### src/rtl/trlmc_pkg.sv
// ----------------------------------------------------------------------------
// trlmc_pkg
// shared types and constants of the lamp motor controller
// ----------------------------------------------------------------------------
package trlmc_pkg;

  localparam int TimeWidthDefault = 32;
  localparam int HoldMin    = 20;
  localparam int HoldShort  = 500;
  localparam int WinkDwell  = 300;
  localparam int AltDwell   = 150;

  localparam logic [2:0] CfgLeftDuty     = 3'd0;
  localparam logic [2:0] CfgRightDuty    = 3'd1;
  localparam logic [2:0] CfgLeftSlpDown  = 3'd2;
  localparam logic [2:0] CfgRightSlpDown = 3'd3;
  localparam logic [2:0] CfgLeftSlpUp    = 3'd4;
  localparam logic [2:0] CfgRightSlpUp   = 3'd5;
  localparam logic [2:0] CfgDebounce     = 3'd6;
  localparam logic [2:0] CfgJam          = 3'd7;

  localparam logic [2:0] ModeFactory = 3'd0;
  localparam logic [2:0] ModeSleepy  = 3'd1;
  localparam logic [2:0] ModeWinkL   = 3'd2;
  localparam logic [2:0] ModeWinkR   = 3'd3;
  localparam logic [2:0] ModeAlt     = 3'd4;

  localparam logic [1:0] PosA       = 2'd0;
  localparam logic [1:0] PosB       = 2'd1;
  localparam logic [1:0] PosUnknown = 2'd2;

  typedef struct packed {
    logic       head_active;
    logic       latch_active;
    logic       wink_left_btn;
    logic       wink_right_btn;
    logic       sleepy_btn;
    logic       left_sense_a;
    logic       left_sense_b;
    logic       right_sense_a;
    logic       right_sense_b;
  } tick_t;

  typedef struct packed {
    logic [7:0] left_drive;
    logic [7:0] right_drive;
    logic       left_jam;
    logic       right_jam;
    logic [2:0] lamp_mode;
    logic [1:0] left_pos;
    logic [1:0] right_pos;
    logic       command_up;
  } result_t;

  typedef struct packed {
    logic [7:0]  left_duty;
    logic [7:0]  right_duty;
    logic [11:0] left_slp_down;
    logic [11:0] right_slp_down;
    logic [11:0] left_slp_up;
    logic [11:0] right_slp_up;
    logic [9:0]  debounce;
    logic [15:0] jam;
  } cfg_t;

  typedef struct packed {
    logic [2:0] idx;
    logic [15:0] data;
  } cfg_wr_t;

  function automatic logic [1:0] code_of(input logic a, input logic b);
    if (a && !b) return PosA;
    if (!a && b) return PosB;
    return PosUnknown;
  endfunction

endpackage

### src/rtl/trlmc_if.sv
// ----------------------------------------------------------------------------
// trlmc_if
// valid/ready channel carrying one item
// ----------------------------------------------------------------------------
interface trlmc_if #(
  parameter type T = logic
);
  logic valid;
  logic ready;
  T     data;

  modport source (output valid, output data, input ready);
  modport sink (input valid, input data, output ready);
endinterface

### src/rtl/trlmc_cfg.sv
// ----------------------------------------------------------------------------
// trlmc_cfg
// configuration register file
// ----------------------------------------------------------------------------
module trlmc_cfg (
  input  logic              clk_i,
  input  logic              rst_ni,
  trlmc_if.sink             cfg,
  output trlmc_pkg::cfg_t   cfg_o
);
  import trlmc_pkg::*;

  cfg_t cfg_q;

  assign cfg.ready = 1'b1;
  assign cfg_o = cfg_q;

  always_ff @(posedge clk_i or negedge rst_ni) begin
    if (!rst_ni) begin
      cfg_q.left_duty      <= 8'd180;
      cfg_q.right_duty     <= 8'd255;
      cfg_q.left_slp_down  <= 12'd240;
      cfg_q.right_slp_down <= 12'd240;
      cfg_q.left_slp_up    <= 12'd100;
      cfg_q.right_slp_up   <= 12'd200;
      cfg_q.debounce       <= 10'd50;
      cfg_q.jam            <= 16'd3000;
    end else if (cfg.valid) begin
      unique case (cfg.data.idx)
        CfgLeftDuty:     cfg_q.left_duty      <= cfg.data.data[7:0];
        CfgRightDuty:    cfg_q.right_duty     <= cfg.data.data[7:0];
        CfgLeftSlpDown:  cfg_q.left_slp_down  <= cfg.data.data[11:0];
        CfgRightSlpDown: cfg_q.right_slp_down <= cfg.data.data[11:0];
        CfgLeftSlpUp:    cfg_q.left_slp_up    <= cfg.data.data[11:0];
        CfgRightSlpUp:   cfg_q.right_slp_up   <= cfg.data.data[11:0];
        CfgDebounce:     cfg_q.debounce       <= cfg.data.data[9:0];
        CfgJam:          cfg_q.jam            <= cfg.data.data;
        default: ;
      endcase
    end
  end
endmodule

### src/rtl/trlmc_core.sv
// ----------------------------------------------------------------------------
// trlmc_core
// per-tick state update: debounce, buttons, wink phases and motors
// ----------------------------------------------------------------------------
module trlmc_core #(
  parameter int TimeWidth = trlmc_pkg::TimeWidthDefault
) (
  input  logic                clk_i,
  input  logic                rst_ni,
  input  logic                en_i,
  input  trlmc_pkg::tick_t    tick_i,
  input  trlmc_pkg::cfg_t     cfg_i,
  output trlmc_pkg::result_t  res_o
);
  import trlmc_pkg::*;

  typedef logic [TimeWidth-1:0] tm_t;

  tm_t now_q, deb_mark_q, start_l_q, start_r_q, phase_mark_q;
  tm_t press_q [3];
  logic init_q, stable_q, pend_q, cmd_q, tgt_l_q, tgt_r_q, run_l_q, run_r_q;
  logic jam_l_q, jam_r_q, slp_on_q, timed_q;
  logic [1:0] bel_l_q, bel_r_q;
  logic [2:0] mode_q, phase_q, btn_q;
  logic [11:0] lim_l_q, lim_r_q;

  tm_t deb_mark_d, start_l_d, start_r_d, phase_mark_d;
  tm_t press_d [3];
  logic init_d, stable_d, pend_d, cmd_d, tgt_l_d, tgt_r_d, run_l_d, run_r_d;
  logic jam_l_d, jam_r_d, slp_on_d, timed_d;
  logic [1:0] bel_l_d, bel_r_d;
  logic [2:0] mode_d, phase_d;
  logic [11:0] lim_l_d, lim_r_d;
  logic [7:0] dl, dr;

  always_comb begin
    logic [1:0] raw_l, raw_r;
    logic raw_want, inv, wl, wr, slp;
    tm_t t, h;
    t = '0;
    h = '0;
    raw_l = code_of(tick_i.left_sense_a, tick_i.left_sense_b);
    raw_r = code_of(tick_i.right_sense_a, tick_i.right_sense_b);
    wl = tick_i.wink_left_btn;
    wr = tick_i.wink_right_btn;
    slp = tick_i.sleepy_btn;
    init_d = init_q; stable_d = stable_q; pend_d = pend_q; cmd_d = cmd_q;
    tgt_l_d = tgt_l_q; tgt_r_d = tgt_r_q; run_l_d = run_l_q; run_r_d = run_r_q;
    jam_l_d = jam_l_q; jam_r_d = jam_r_q; slp_on_d = slp_on_q; timed_d = timed_q;
    bel_l_d = bel_l_q; bel_r_d = bel_r_q; mode_d = mode_q; phase_d = phase_q;
    lim_l_d = lim_l_q; lim_r_d = lim_r_q;
    deb_mark_d = deb_mark_q; start_l_d = start_l_q; start_r_d = start_r_q;
    phase_mark_d = phase_mark_q;
    press_d = press_q;
    dl = '0; dr = '0;

    if (!init_q) begin
      init_d = 1'b1;
      stable_d = !tick_i.head_active;
      cmd_d = stable_d; pend_d = stable_d;
      tgt_l_d = cmd_d; tgt_r_d = cmd_d;
      bel_l_d = raw_l; bel_r_d = raw_r;
      if (bel_l_d != {1'b0, tgt_l_d}) begin run_l_d = 1'b1; start_l_d = now_q; end
      if (bel_r_d != {1'b0, tgt_r_d}) begin run_r_d = 1'b1; start_r_d = now_q; end
    end

    // stalk debounce
    if (!tick_i.head_active) raw_want = 1'b1;
    else if (!tick_i.latch_active) raw_want = stable_d;
    else raw_want = 1'b0;
    if (raw_want != pend_d) begin deb_mark_d = now_q; pend_d = raw_want; end
    if ((now_q - deb_mark_d) > tm_t'(cfg_i.debounce) && pend_d != stable_d) begin
      cmd_d = pend_d;
      mode_d = ModeFactory; slp_on_d = 1'b0; timed_d = 1'b0; phase_d = 3'd0;
      tgt_l_d = cmd_d; tgt_r_d = cmd_d;
      if (bel_l_d != {1'b0, cmd_d}) begin run_l_d = 1'b1; jam_l_d = 1'b0; start_l_d = now_q; end
      if (bel_r_d != {1'b0, cmd_d}) begin run_r_d = 1'b1; jam_r_d = 1'b0; start_r_d = now_q; end
      stable_d = pend_d;
    end
    inv = !cmd_d;

    // buttons
    if (wl && !btn_q[0]) press_d[0] = now_q;
    if (wr && !btn_q[1]) press_d[1] = now_q;
    if (slp && !btn_q[2]) press_d[2] = now_q;

    if (!slp && btn_q[2] && (now_q - press_d[2]) > tm_t'(HoldMin)) begin
      if (slp_on_d) begin
        slp_on_d = 1'b0; timed_d = 1'b0;
        mode_d = ModeFactory; tgt_l_d = cmd_d; tgt_r_d = cmd_d;
        run_l_d = 1'b1; start_l_d = now_q; bel_l_d = PosUnknown;
        run_r_d = 1'b1; start_r_d = now_q; bel_r_d = PosUnknown;
      end else if (mode_d == ModeFactory) begin
        slp_on_d = 1'b1; mode_d = ModeSleepy; timed_d = 1'b1;
        lim_l_d = cmd_d ? cfg_i.left_slp_up : cfg_i.left_slp_down;
        lim_r_d = cmd_d ? cfg_i.right_slp_up : cfg_i.right_slp_down;
        run_l_d = 1'b1; start_l_d = now_q; bel_l_d = PosUnknown;
        run_r_d = 1'b1; start_r_d = now_q; bel_r_d = PosUnknown;
      end
    end
    h = now_q - press_d[0];
    if (!wl && btn_q[0] && h > tm_t'(HoldMin) && h < tm_t'(HoldShort)
        && mode_d == ModeFactory) begin
      mode_d = ModeWinkL; phase_d = 3'd1;
    end
    h = now_q - press_d[1];
    if (!wr && btn_q[1] && h > tm_t'(HoldMin) && h < tm_t'(HoldShort)
        && mode_d == ModeFactory) begin
      mode_d = ModeWinkR; phase_d = 3'd1;
    end
    if (wl && wr && (now_q - press_d[0]) > tm_t'(HoldShort)
        && (now_q - press_d[1]) > tm_t'(HoldShort) && mode_d == ModeFactory) begin
      mode_d = ModeAlt; phase_d = 3'd1;
    end
    if (mode_d == ModeAlt && (!wl || !wr)) begin
      mode_d = ModeFactory; tgt_l_d = cmd_d; tgt_r_d = cmd_d;
      run_l_d = 1'b1; start_l_d = now_q; bel_l_d = PosUnknown;
      run_r_d = 1'b1; start_r_d = now_q; bel_r_d = PosUnknown;
    end

    // wink sequences
    if (mode_d == ModeWinkL) begin
      case (phase_d)
        3'd1: begin
          tgt_l_d = inv; run_l_d = 1'b1; start_l_d = now_q; bel_l_d = PosUnknown;
          timed_d = 1'b0; phase_d = 3'd2;
        end
        3'd2: if (!run_l_d) begin phase_mark_d = now_q; phase_d = 3'd3; end
        3'd3: if ((now_q - phase_mark_d) > tm_t'(WinkDwell)) begin
          tgt_l_d = cmd_d; run_l_d = 1'b1; start_l_d = now_q; bel_l_d = PosUnknown;
          phase_d = 3'd4;
        end
        3'd4: if (!run_l_d) begin mode_d = ModeFactory; phase_d = 3'd0; end
        default: ;
      endcase
    end
    if (mode_d == ModeWinkR) begin
      case (phase_d)
        3'd1: begin
          tgt_r_d = inv; run_r_d = 1'b1; start_r_d = now_q; bel_r_d = PosUnknown;
          timed_d = 1'b0; phase_d = 3'd2;
        end
        3'd2: if (!run_r_d) begin phase_mark_d = now_q; phase_d = 3'd3; end
        3'd3: if ((now_q - phase_mark_d) > tm_t'(WinkDwell)) begin
          tgt_r_d = cmd_d; run_r_d = 1'b1; start_r_d = now_q; bel_r_d = PosUnknown;
          phase_d = 3'd4;
        end
        3'd4: if (!run_r_d) begin mode_d = ModeFactory; phase_d = 3'd0; end
        default: ;
      endcase
    end
    if (mode_d == ModeAlt) begin
      case (phase_d)
        3'd1: begin
          tgt_l_d = inv; tgt_r_d = cmd_d;
          run_l_d = 1'b1; start_l_d = now_q; bel_l_d = PosUnknown;
          run_r_d = 1'b1; start_r_d = now_q; bel_r_d = PosUnknown;
          timed_d = 1'b0; phase_d = 3'd2;
        end
        3'd2: if (!run_l_d && !run_r_d) begin phase_mark_d = now_q; phase_d = 3'd3; end
        3'd3: if ((now_q - phase_mark_d) > tm_t'(AltDwell)) begin
          tgt_l_d = cmd_d; tgt_r_d = inv;
          run_l_d = 1'b1; start_l_d = now_q; bel_l_d = PosUnknown;
          run_r_d = 1'b1; start_r_d = now_q; bel_r_d = PosUnknown;
          phase_d = 3'd4;
        end
        3'd4: if (!run_l_d && !run_r_d) begin phase_mark_d = now_q; phase_d = 3'd5; end
        3'd5: if ((now_q - phase_mark_d) > tm_t'(AltDwell)) phase_d = 3'd1;
        default: ;
      endcase
    end

    // motors
    if (run_l_d && !jam_l_d) begin
      t = now_q - start_l_d;
      if ((timed_d && t >= tm_t'(lim_l_d)) || (!timed_d && raw_l == {1'b0, tgt_l_d})) begin
        run_l_d = 1'b0;
        bel_l_d = timed_d ? PosUnknown : {1'b0, tgt_l_d};
      end else if (t > tm_t'(cfg_i.jam)) begin
        run_l_d = 1'b0; jam_l_d = 1'b1;
      end else begin
        dl = cfg_i.left_duty;
      end
    end
    if (run_r_d && !jam_r_d) begin
      t = now_q - start_r_d;
      if ((timed_d && t >= tm_t'(lim_r_d)) || (!timed_d && raw_r == {1'b0, tgt_r_d})) begin
        run_r_d = 1'b0;
        bel_r_d = timed_d ? PosUnknown : {1'b0, tgt_r_d};
      end else if (t > tm_t'(cfg_i.jam)) begin
        run_r_d = 1'b0; jam_r_d = 1'b1;
      end else begin
        dr = cfg_i.right_duty;
      end
    end
  end

  always_comb begin
    res_o.left_drive  = dl;
    res_o.right_drive = dr;
    res_o.left_jam    = jam_l_d;
    res_o.right_jam   = jam_r_d;
    res_o.lamp_mode   = mode_d;
    res_o.left_pos    = bel_l_d;
    res_o.right_pos   = bel_r_d;
    res_o.command_up  = cmd_d;
  end

  always_ff @(posedge clk_i or negedge rst_ni) begin
    if (!rst_ni) begin
      now_q <= '0; deb_mark_q <= '0; start_l_q <= '0; start_r_q <= '0;
      phase_mark_q <= '0;
      press_q[0] <= '0; press_q[1] <= '0; press_q[2] <= '0;
      init_q <= 1'b0; stable_q <= 1'b0; pend_q <= 1'b0; cmd_q <= 1'b0;
      tgt_l_q <= 1'b0; tgt_r_q <= 1'b0; run_l_q <= 1'b0; run_r_q <= 1'b0;
      jam_l_q <= 1'b0; jam_r_q <= 1'b0; slp_on_q <= 1'b0; timed_q <= 1'b0;
      bel_l_q <= PosUnknown; bel_r_q <= PosUnknown;
      mode_q <= ModeFactory; phase_q <= 3'd0; btn_q <= 3'd0;
      lim_l_q <= '0; lim_r_q <= '0;
    end else if (en_i) begin
      now_q <= now_q + 1'b1; deb_mark_q <= deb_mark_d;
      start_l_q <= start_l_d; start_r_q <= start_r_d; phase_mark_q <= phase_mark_d;
      press_q <= press_d;
      init_q <= init_d; stable_q <= stable_d; pend_q <= pend_d; cmd_q <= cmd_d;
      tgt_l_q <= tgt_l_d; tgt_r_q <= tgt_r_d; run_l_q <= run_l_d; run_r_q <= run_r_d;
      jam_l_q <= jam_l_d; jam_r_q <= jam_r_d; slp_on_q <= slp_on_d; timed_q <= timed_d;
      bel_l_q <= bel_l_d; bel_r_q <= bel_r_d;
      mode_q <= mode_d; phase_q <= phase_d;
      btn_q <= {tick_i.sleepy_btn, tick_i.wink_right_btn, tick_i.wink_left_btn};
      lim_l_q <= lim_l_d; lim_r_q <= lim_r_d;
    end
  end
endmodule

### src/rtl/twin_retractable_lamp_motor_controller_top.sv
// ----------------------------------------------------------------------------
// twin_retractable_lamp_motor_controller_top
// lamp motor controller, one millisecond tick item in, one result item out
// ----------------------------------------------------------------------------
// Each tick item is captured in an input register and its result is computed
// in one pass of logic into the result register, so a tick is accepted every
// clock while the input register is not stalled, and its result is offered
// from the result register. The input register stalls only while the result
// register is full and not being taken. Configuration writes are taken at any
// time and apply to ticks processed after them.
module twin_retractable_lamp_motor_controller_top #(
  parameter int TimeWidth = trlmc_pkg::TimeWidthDefault
) (
  input  logic   clk_i,
  input  logic   rst_ni,
  trlmc_if.sink   tick,
  trlmc_if.source result,
  trlmc_if.sink   cfg
);
  import trlmc_pkg::*;

  cfg_t    cfg_w;
  result_t res_w;
  tick_t   in_q;
  logic    in_vld_q, out_vld_q, step;
  result_t out_q;

  trlmc_cfg u_cfg (.clk_i, .rst_ni, .cfg, .cfg_o(cfg_w));

  assign step = in_vld_q && (!out_vld_q || result.ready);
  assign tick.ready = !in_vld_q || step;
  assign result.valid = out_vld_q;
  assign result.data = out_q;

  trlmc_core #(.TimeWidth(TimeWidth)) u_core (
    .clk_i, .rst_ni, .en_i(step), .tick_i(in_q), .cfg_i(cfg_w), .res_o(res_w)
  );

  always_ff @(posedge clk_i or negedge rst_ni) begin
    if (!rst_ni) begin
      in_vld_q <= 1'b0;
      out_vld_q <= 1'b0;
    end else begin
      if (tick.ready) in_vld_q <= tick.valid;
      if (step) out_vld_q <= 1'b1;
      else if (result.ready) out_vld_q <= 1'b0;
    end
  end

  always_ff @(posedge clk_i) begin
    if (tick.ready && tick.valid) in_q <= tick.data;
    if (step) out_q <= res_w;
  end
endmodule

### src/flat_wrapper.sv
// flat-port wrapper written by rule: the top's interface ports become plain ports
module twin_retractable_lamp_motor_controller_top_flat import trlmc_pkg::*;
#(
  parameter int TimeWidth = trlmc_pkg::TimeWidthDefault
)
  (clk_i, rst_ni, tick_valid, tick_data, tick_ready, result_valid, result_data, result_ready, cfg_valid, cfg_data, cfg_ready);
  trlmc_if #(.T(tick_t)) tick_i ();
  trlmc_if #(.T(result_t)) result_i ();
  trlmc_if #(.T(cfg_wr_t)) cfg_i ();
  input  logic clk_i;
  input  logic rst_ni;
  input wire logic [$bits(tick_i.valid)-1:0] tick_valid;
  input wire logic [$bits(tick_i.data)-1:0] tick_data;
  output wire logic [$bits(tick_i.ready)-1:0] tick_ready;
  output wire logic [$bits(result_i.valid)-1:0] result_valid;
  output wire logic [$bits(result_i.data)-1:0] result_data;
  input wire logic [$bits(result_i.ready)-1:0] result_ready;
  input wire logic [$bits(cfg_i.valid)-1:0] cfg_valid;
  input wire logic [$bits(cfg_i.data)-1:0] cfg_data;
  output wire logic [$bits(cfg_i.ready)-1:0] cfg_ready;
  assign tick_i.valid = tick_valid;
  assign tick_i.data = tick_data;
  assign tick_ready = tick_i.ready;
  assign result_valid = result_i.valid;
  assign result_data = result_i.data;
  assign result_i.ready = result_ready;
  assign cfg_i.valid = cfg_valid;
  assign cfg_i.data = cfg_data;
  assign cfg_ready = cfg_i.ready;
  twin_retractable_lamp_motor_controller_top #(.TimeWidth(TimeWidth)) u_core (.clk_i(clk_i), .rst_ni(rst_ni), .tick(tick_i), .result(result_i), .cfg(cfg_i));
endmodule
### config.mk
export PLATFORM = sky130hd
export DESIGN_NAME = twin_retractable_lamp_motor_controller_top_flat
export DESIGN_NICKNAME = d
export VERILOG_FILES = /design/src/rtl/trlmc_pkg.sv /design/src/rtl/trlmc_if.sv /design/src/rtl/trlmc_cfg.sv /design/src/rtl/trlmc_core.sv /design/src/rtl/twin_retractable_lamp_motor_controller_top.sv /design/src/flat_wrapper.sv
export SDC_FILE = /design/constraint.sdc
export NUM_CORES = 2
export LEC_CHECK = 0
export BUFFER_PORTS_ARGS = -buffer_cell sky130_fd_sc_hd__buf_2
export CORE_MARGIN = 1
export CORE_UTILIZATION = 55
export CTS_BUF_LIST = sky130_fd_sc_hd__clkbuf_16
export CTS_CLUSTER_SIZE = 10
export DETAILED_ROUTE_END_ITERATION = 16
export MAX_ROUTING_LAYER = met4
export PLACE_DENSITY = 0.76
export REMOVE_ABC_BUFFERS = 1
export SLEW_MARGIN = 20
export SYNTH_ARGS = -nofsm -noshare
export SYNTH_HDL_FRONTEND = slang
export SYNTH_HIERARCHICAL = 1
export SYNTH_SLANG_ARGS = --single-unit
### constraint.sdc
create_clock -name clk_i -period 54.8 [get_ports clk_i]
set_clock_uncertainty 0.05 [all_clocks]
set_input_delay 5.48 -clock clk_i [delete_from_list [all_inputs] [get_ports clk_i]]
set_output_delay 5.48 -clock clk_i [all_outputs]
set_load 0.03 [all_outputs]
Word level (Yosys, flattened, before mapping)
Cells that the tools add are included.

word-level totals
  register bits after elaboration = 432
  input port bits = 33
  output and inout bits = 29
  logic and storage cells = 401

cells by class
  $add $sub $neg = 10
  magnitude comparators = 15
  equality and inequality tests = 32
  mux-type cells = 215
  bitwise operators = 2
  reduce and logical (&&, ||, !) cells = 73

operator list
  operator               count
  $mux 32                37
  $sub 32x32->32         9
  $pmux 32 s2            4
  $gt 32x9->1 const B    4
  $gt 32x5->1 const B    3
  $mux 12                8
  $mux 3                 31
  $mux 1                 88
  $ge 32x12->1           2
  $gt 32x16->1           2
  $lt 32x9->1 const B    2
  $mux 2                 32
  $add 32x1->32 const B  1
  $gt 32x10->1           1
  $gt 32x8->1 const B    1
  $logic_and 1x1->1      32
  $eq 3x2->1 const B     10
  $eq 3x3->1 const B     10
  $pmux 3 s4             2
  $logic_not 1->1        19
  $pmux 1 s2             8
  $pmux 2 s2             4
  $reduce_and 2->1       8
  $logic_not 3->1        5
  10 further kinds       24

Longest topological paths before layout
  depth after elaboration = 43
  gate-level depth with buffers = 94
  depth with buffers taken out = 83

Hierarchy
Netlist, hierarchy kept.

by module, submodules not included
  module                                      times used  cells each  area each (um^2)  sequential area each (um^2)
  trlmc_core                                  1           4,623       34,904.7          7,634.8
  trlmc_cfg                                   1           200         3,477.1           2,297.2
  twin_retractable_lamp_motor_controller_top  1           43          1,154.9           1,101.1

Worst setup path after synthesis
Ideal clock, no wire load.

  path type = flip-flop to flip-flop
  from = register u_core.u_core.init_q
  to = register u_core.out_q, in the netlist u_core/result.data[9], data pin
  setup time = 0.251 ns
  data arrival time = 18.017 ns
  data required time = 54.499 ns
  path slack = 36.482 ns
  stages on the path, launching flop included = 90
  path buffers = 12
  period minus slack after synthesis = 18.318 ns
  cells stage by stage = dfrtp_1 > clkbuf_1 > buf_1 > nor2_1 > a21o_1 > ha_1 > buf_2 > buf_2 > buf_2 > buf_1 > mux2_2 > ha_1 > inv_1 > ha_1 > a21oi_2 > o22ai_2 > a21boi_0 > nor2_1 > [... 54 more ...] > a21oi_1 > o21ai_0 > a211oi_1 > o21ai_0 > nand3_1 > nand4b_1 > a21o_1 > a21oi_1 > nor2_1 > a211oi_1 > a31oi_1 > o221a_2 > o2111ai_1 > o21ai_0 > o31ai_1 > nor3_1 > or2_2 > buf_4

between the ends
  cells in the longest elaborated chain, start to end = 42
  elaborated cells between the ends (all ways) = 152
  those cells by class = add/sub: 4; order compare: 5; eq/ne: 19; mux: 108; reduce/logical: 16

RTL lines
  item                                   line                                              text
  start: declaration                     trlmc_core.sv:21                                  logic init_q, stable_q, pend_q, cmd_q, tgt_l_q, tgt_r_q, run_l_q, run_r_q;
  start signal: assignment               trlmc_core.sv:224                                 init_q <= init_d; stable_q <= stable_d; pend_q <= pend_d; cmd_q <= cmd_d;
  $mux 1                                 trlmc_core.sv:57                                  if (!init_q) begin
  $mux 1                                 trlmc_core.sv:69                                  else if (!tick_i.latch_active) raw_want = stable_d;
  $mux 1                                 trlmc_core.sv:68                                  if (!tick_i.head_active) raw_want = 1'b1;
  $ne 1x1->1 (*)                         trlmc_core.sv:71                                  if (raw_want != pend_d) begin deb_mark_d = now_q; pend_d = raw_want; end
  $mux 32 (*)                            trlmc_core.sv:71
  named net u_core.u_core.deb_mark_d[0]  trlmc_core.sv:27                                  tm_t deb_mark_d, start_l_d, start_r_d, phase_mark_d;
  $sub 32x32->32 (*)                     trlmc_core.sv:72                                  if ((now_q - deb_mark_d) > tm_t'(cfg_i.debounce) && pend_d != stable_d) begin
  $gt 32x10->1 (*)                       trlmc_core.sv:72
  [... 28 more ...]                      -
  $mux 32                                trlmc_core.sv:152                                 if (mode_d == ModeAlt) begin
  $sub 32x32->32                         trlmc_core.sv:175                                 t = now_q - start_l_d;
  $ge 32x12->1                           trlmc_core.sv:176                                 if ((timed_d && t >= tm_t'(lim_l_d)) || (!timed_d && raw_l == {1'b0, tgt_l_d})) begin
  $logic_and 1x1->1                      trlmc_core.sv:176
  $logic_or 1x1->1                       trlmc_core.sv:176
  $mux 1                                 trlmc_core.sv:176
  $mux 1 (*)                             trlmc_core.sv:174                                 if (run_l_d && !jam_l_d) begin
  named net u_core.u_core.jam_l_d        trlmc_core.sv:30                                  logic jam_l_d, jam_r_d, slp_on_d, timed_d;
  end signal: assignment                 twin_retractable_lamp_motor_controller_top.sv:52  if (step) out_q <= res_w;
  end: declaration                       twin_retractable_lamp_motor_controller_top.sv:26  result_t out_q;

Mark *: on every way through the listed nets, which the timed path passes. The rest lies on a longest branch.
A chain may end at the register's enable or synchronous reset.

Worst setup path in the final report
  from = register u_core.u_core.init_q
  to = register u_core.out_q, in the netlist u_core/result.data[21], data pin

between the ends
  cells in the longest elaborated chain, start to end = 41
  elaborated cells between the ends (all ways) = 151
  those cells by class = add/sub: 4; order compare: 5; eq/ne: 19; mux: 105; bitwise: 1; reduce/logical: 17

RTL lines
  item                                   line               text
  $mux 1                                 trlmc_core.sv:57
  $mux 1                                 trlmc_core.sv:69
  $mux 1                                 trlmc_core.sv:68
  $ne 1x1->1 (*)                         trlmc_core.sv:71
  $mux 32 (*)                            trlmc_core.sv:71
  named net u_core.u_core.deb_mark_d[0]  trlmc_core.sv:27
  $sub 32x32->32 (*)                     trlmc_core.sv:72
  $gt 32x10->1 (*)                       trlmc_core.sv:72
  [... 27 more ...]                      -
  $pmux 32 s2                            trlmc_core.sv:153  case (phase_d)
  $mux 32 (*)                            trlmc_core.sv:152
  named net u_core.u_core.start_l_d[0]   trlmc_core.sv:27
  $sub 32x32->32 (*)                     trlmc_core.sv:175
  $ge 32x12->1                           trlmc_core.sv:176
  $logic_and 1x1->1                      trlmc_core.sv:176
  $logic_or 1x1->1                       trlmc_core.sv:176
  $reduce_or 3->1 (no source line) (*)   -

Marked as above.

==> flow_results.xml <==
<?xml version="1.0" encoding="UTF-8"?>
<metrics>
  <group name="status">
    <metric name="run_status" unit="">finished clean</metric>
  </group>
  <group name="sta">
    <metric name="period_share" unit="%">39.3</metric>
    <metric name="fin_ws" unit="ns">33.25</metric>
    <metric name="period_minus_slack" unit="ns">21.55</metric>
    <metric name="final_hold_viol_count" unit="">0</metric>
    <metric name="top_achievable_clock_speed" unit="MHz">46.4</metric>
    <metric name="worst-slew-pin-transition" unit="ns">1.10</metric>
    <metric name="finalMaxSlewViolations" unit="">0</metric>
    <metric name="setup_total_negative_slack" unit="ns">0</metric>
    <metric name="unrepaired_setup_endpoints_after_global_routing" unit="">no</metric>
    <metric name="fin_hold_ws" unit="ns">0.428</metric>
    <metric name="slew_headroom" unit="%">26.5</metric>
    <metric name="setup_viol" unit="">0</metric>
  </group>
  <group name="place">
    <metric name="dpl.cell_count" unit="">5695</metric>
    <metric name="place.gp.congestion" unit="">0.988</metric>
    <metric name="detailed_place_hpwl" unit="mm">95.2</metric>
    <metric name="io_buffers" unit="">60</metric>
    <metric name="dpl_worst_slack" unit="ns">33.37</metric>
  </group>
  <group name="route">
    <metric name="drc" unit="">0</metric>
    <metric name="routed_via_density" unit="">6.53</metric>
    <metric name="first_iter_violations" unit="">3753</metric>
    <metric name="wl" unit="mm">133</metric>
    <metric name="detail_route.wl_per_cell" unit="µm">22.9</metric>
    <metric name="via_count_of_the_routed_design" unit="">37800</metric>
    <metric name="postRouteAntennaNets" unit="">0</metric>
    <metric name="first_pass_detailed_route_iteration_total" unit="">7</metric>
  </group>
  <group name="finish">
    <metric name="layout_common_cells" unit="">486 x sky130_fd_sc_hd__a21oi_1, 486 x sky130_fd_sc_hd__nand2_1, 445 x sky130_fd_sc_hd__nor2_1</metric>
    <metric name="post_route_cells_drive_above_1_share" unit="%">9.30</metric>
    <metric name="fillerInstances" unit="">6329</metric>
    <metric name="num-nets-final" unit="">5195</metric>
    <metric name="finish.cell_count_without_fillers" unit="">5792</metric>
    <metric name="layout-area-overhead-vs-synth" unit="%">7.10</metric>
  </group>
  <group name="logic_synthesis">
    <metric name="yosysWarnings" unit="">6</metric>
    <metric name="netlist.top_cell.by_area" unit="">sky130_fd_sc_hd__dfrtp_1</metric>
    <metric name="fraction_of_registers_with_async_set_reset" unit="%">91.9</metric>
    <metric name="yosysTopAreaCellShare" unit="%">22.7</metric>
    <metric name="portion_of_the_post_synthesis_area_used_by_sequential_elements" unit="%">27.9</metric>
    <metric name="synth-main-ff-cell" unit="">sky130_fd_sc_hd__dfrtp_1</metric>
    <metric name="synth_edf_count" unit="">35</metric>
    <metric name="synth.avg_cell_area" unit="µm²">8.13</metric>
    <metric name="ys_ff_latch" unit="">432</metric>
    <metric name="mappedNetlistArea" unit="µm²">39500</metric>
    <metric name="post_synth_main_area_contributors" unit="">sky130_fd_sc_hd__dfrtp_1 23%, sky130_fd_sc_hd__ha_1 11%, sky130_fd_sc_hd__a21oi_1 6.2%</metric>
    <metric name="postSynthCellCount" unit="">4866</metric>
    <metric name="netlist-cell-type-count" unit="">113</metric>
  </group>
  <group name="die">
    <metric name="pin_count" unit="">62</metric>
    <metric name="design.core.area" unit="µm²">70600</metric>
    <metric name="placementRows" unit="">97</metric>
    <metric name="floorplan.die.width" unit="µm">270</metric>
    <metric name="start_util" unit="%">56.0</metric>
    <metric name="die_area" unit="µm²">73000</metric>
    <metric name="die_h" unit="µm">270</metric>
  </group>
  <group name="clock_network">
    <metric name="source_to_sink_clock_delay_at_the_later_pin_of_the_worst_skew_pair" unit="ns">0.67</metric>
    <metric name="cts.reportedPaths.clkPinSlew" unit="ns">0.06</metric>
    <metric name="cts_buffers" unit="">54</metric>
    <metric name="cts.repair.resized" unit="">0</metric>
    <metric name="cts_post_setup_buffers_inserted" unit="">0</metric>
    <metric name="clock_sink_count" unit="">432</metric>
    <metric name="cts_root_buf" unit="">sky130_fd_sc_hd__clkbuf_16</metric>
    <metric name="cts_hold_buf" unit="">0</metric>
    <metric name="clock_tree_from_tritoncts" unit="">built</metric>
    <metric name="cts_htree_levels" unit="">2</metric>
    <metric name="cts_buffer_depth" unit="">3</metric>
  </group>
  <group name="setup_path">
    <metric name="worst_path_most_repeated_cell" unit="">sky130_fd_sc_hd__a21o_1</metric>
    <metric name="crit_required" unit="ns">55.16</metric>
    <metric name="critPathMaxFanout" unit="">59</metric>
    <metric name="crit_path_max_cell_delay" unit="ns">0.82</metric>
    <metric name="critical_path.endpoint_type" unit="">register</metric>
    <metric name="critical_path_class" unit="">reg2reg</metric>
    <metric name="crit_path_start_kind" unit="">register</metric>
    <metric name="critPathSlowestCell" unit="">sky130_fd_sc_hd__dfrtp_1</metric>
    <metric name="worst_ep_arrival_time" unit="ns">21.91</metric>
  </group>
  <group name="power_and_ir_drop">
    <metric name="vdd.ir_drop.worst" unit="mV">0.0451</metric>
    <metric name="lkg_pwr" unit="nW">19.2</metric>
    <metric name="total_power" unit="mW">2.51</metric>
    <metric name="cellPowerDensity" unit="nW/µm²">59.2</metric>
  </group>
  <group name="global_routing">
    <metric name="grt_start_max_net_pins" unit="">165</metric>
    <metric name="first_global_vias" unit="">35100</metric>
    <metric name="initial_antenna_violation_count" unit="">1</metric>
    <metric name="track_usage" unit="%">36.5</metric>
    <metric name="first_pass_grt_wire_length" unit="mm">203</metric>
    <metric name="overflow_after_grt" unit="">0</metric>
  </group>
  <group name="flow_run">
    <metric name="cap_violations" unit="">0</metric>
  </group>
  <group name="worst_hold_path">
    <metric name="hp-class" unit="">reg2reg</metric>
  </group>
</metrics>
## layout make-up
cell class              count  area (µm²)  area share (%)
well taps                 940        1180            2.78
inverters                 206         773            1.83
repair buffers            133         871            2.06
clock inverters            41         349           0.824
flip-flops and latches    432       11000            26.1
multi-input cells        3984       26800            63.2
diodes                      1        2.50         0.00591
clock buffers              55        1380            3.25
## registers in the layout, summed over array words and instances, names as in the netlist, 2 cells and up
register / flops
u_core/u_core/press_q: 96
u_core/u_cfg/cfg_o: 90
u_core/u_core/deb_mark_q: 32
u_core/u_core/now_q: 32
u_core/u_core/phase_mark_q: 32
u_core/u_core/start_l_q: 32
u_core/u_core/start_r_q: 32
u_core/result.data: 26
u_core/u_core/lim_l_q: 12
u_core/u_core/lim_r_q: 12
u_core/in_q: 9
u_core/u_core/btn_q: 3
u_core/u_core/mode_q: 3
u_core/u_core/phase_q: 3
u_core/u_core/bel_l_q: 2
u_core/u_core/bel_r_q: 2
## worst paths after layout
path,from,to,slack (ns),depth (start not counted)
setup / recovery,u_core/u_core/init_q,u_core/result.data[21],33.25,83
hold / removal,u_core/u_core/lim_l_q[8],u_core/u_core/lim_l_q[8],0.43,2
setup reg to reg,u_core/u_core/init_q,u_core/result.data[21],33.25,83
hold reg to reg,u_core/u_core/lim_l_q[8],u_core/u_core/lim_l_q[8],0.43,2
max in group asynchronous,rst_ni,u_core/u_cfg/cfg_o[12],47.64,3
min in group asynchronous,rst_ni,u_core/u_core/deb_mark_q[25],4.80,1
## per-layer routing
layer / share of wire, % / track usage, % / wire length (µm)
met2: 43 / 54.1 / 57100
met4: 6.5 / 20.3 / 8680
met3: 8.6 / 5.86 / 11400
met1: 42 / 47.4 / 55700
met5: 0 / - / 0
## critical path: cells and delay by family, from the launching register on
| family | cells | cell delay, ns |
|---|---|---|
| buf+inv | 6 | 1.75 |
| compound gates | 46 | 11.05 |
| mux | 4 | 1.57 |
| fa+ha+maj | 8 | 2.01 |
| simple gates | 19 | 3.98 |
| flops | 1 | 0.82 |
## where the power goes
group	switching [mW]	total, mW	leakage (nW)	internal (mW)
clock	0.148	0.348	0.925	0.200
sequential	0.0530	0.460	5.20	0.407
combinational	1.02	1.70	13.0	0.682
## Yosys cell counts (29+ instances only)
cell type and count:
sky130_fd_sc_hd__a31oi_1 42, sky130_fd_sc_hd__edfxtp_1 35, sky130_fd_sc_hd__xnor2_1 112, sky130_fd_sc_hd__mux2_2 133, sky130_fd_sc_hd__nand2b_1 66, sky130_fd_sc_hd__o21bai_1 37, sky130_fd_sc_hd__nor2_1 445, sky130_fd_sc_hd__nand4_1 72
sky130_fd_sc_hd__mux2i_1 169, sky130_fd_sc_hd__o21a_1 60, sky130_fd_sc_hd__and2_1 33, sky130_fd_sc_hd__o211ai_1 42, sky130_fd_sc_hd__xor2_1 65, sky130_fd_sc_hd__clkbuf_1 192, sky130_fd_sc_hd__a211oi_1 44, sky130_fd_sc_hd__inv_1 197
sky130_fd_sc_hd__nand3_1 96, sky130_fd_sc_hd__dfrtp_1 359, sky130_fd_sc_hd__o21ai_0 430, sky130_fd_sc_hd__a21oi_1 487, sky130_fd_sc_hd__dfstp_2 38, sky130_fd_sc_hd__nand2_1 486, sky130_fd_sc_hd__o31ai_1 29, sky130_fd_sc_hd__ha_1 343
sky130_fd_sc_hd__nor2b_1 53, sky130_fd_sc_hd__nor3_1 91, sky130_fd_sc_hd__a21o_1 122, sky130_fd_sc_hd__and3_1 51
## stage by stage
step / utilization [%] / cell area [µm²]
global placement: 57.5 / 40600
detailed placement: 57.5 / 40600
CTS: 59.9 / 42300
floorplan: - / 38500
finish: 59.9 / 42300
global route: 59.9 / 42300
## kinds of logic after synthesis
family / count (synthesis) / share of synthesized area [%]
mux: 303 / 8.10
flops: 432 / 27.9
simple gates: 1561 / 18.9
compound gates: 1585 / 25.2
fa+ha+maj: 357 / 11.4
xor+xnor: 177 / 3.92
buf+inv: 450 / 4.52
other cells: 1 / 0.00948
No activity file was read; power rests on OpenSTA's default activity.
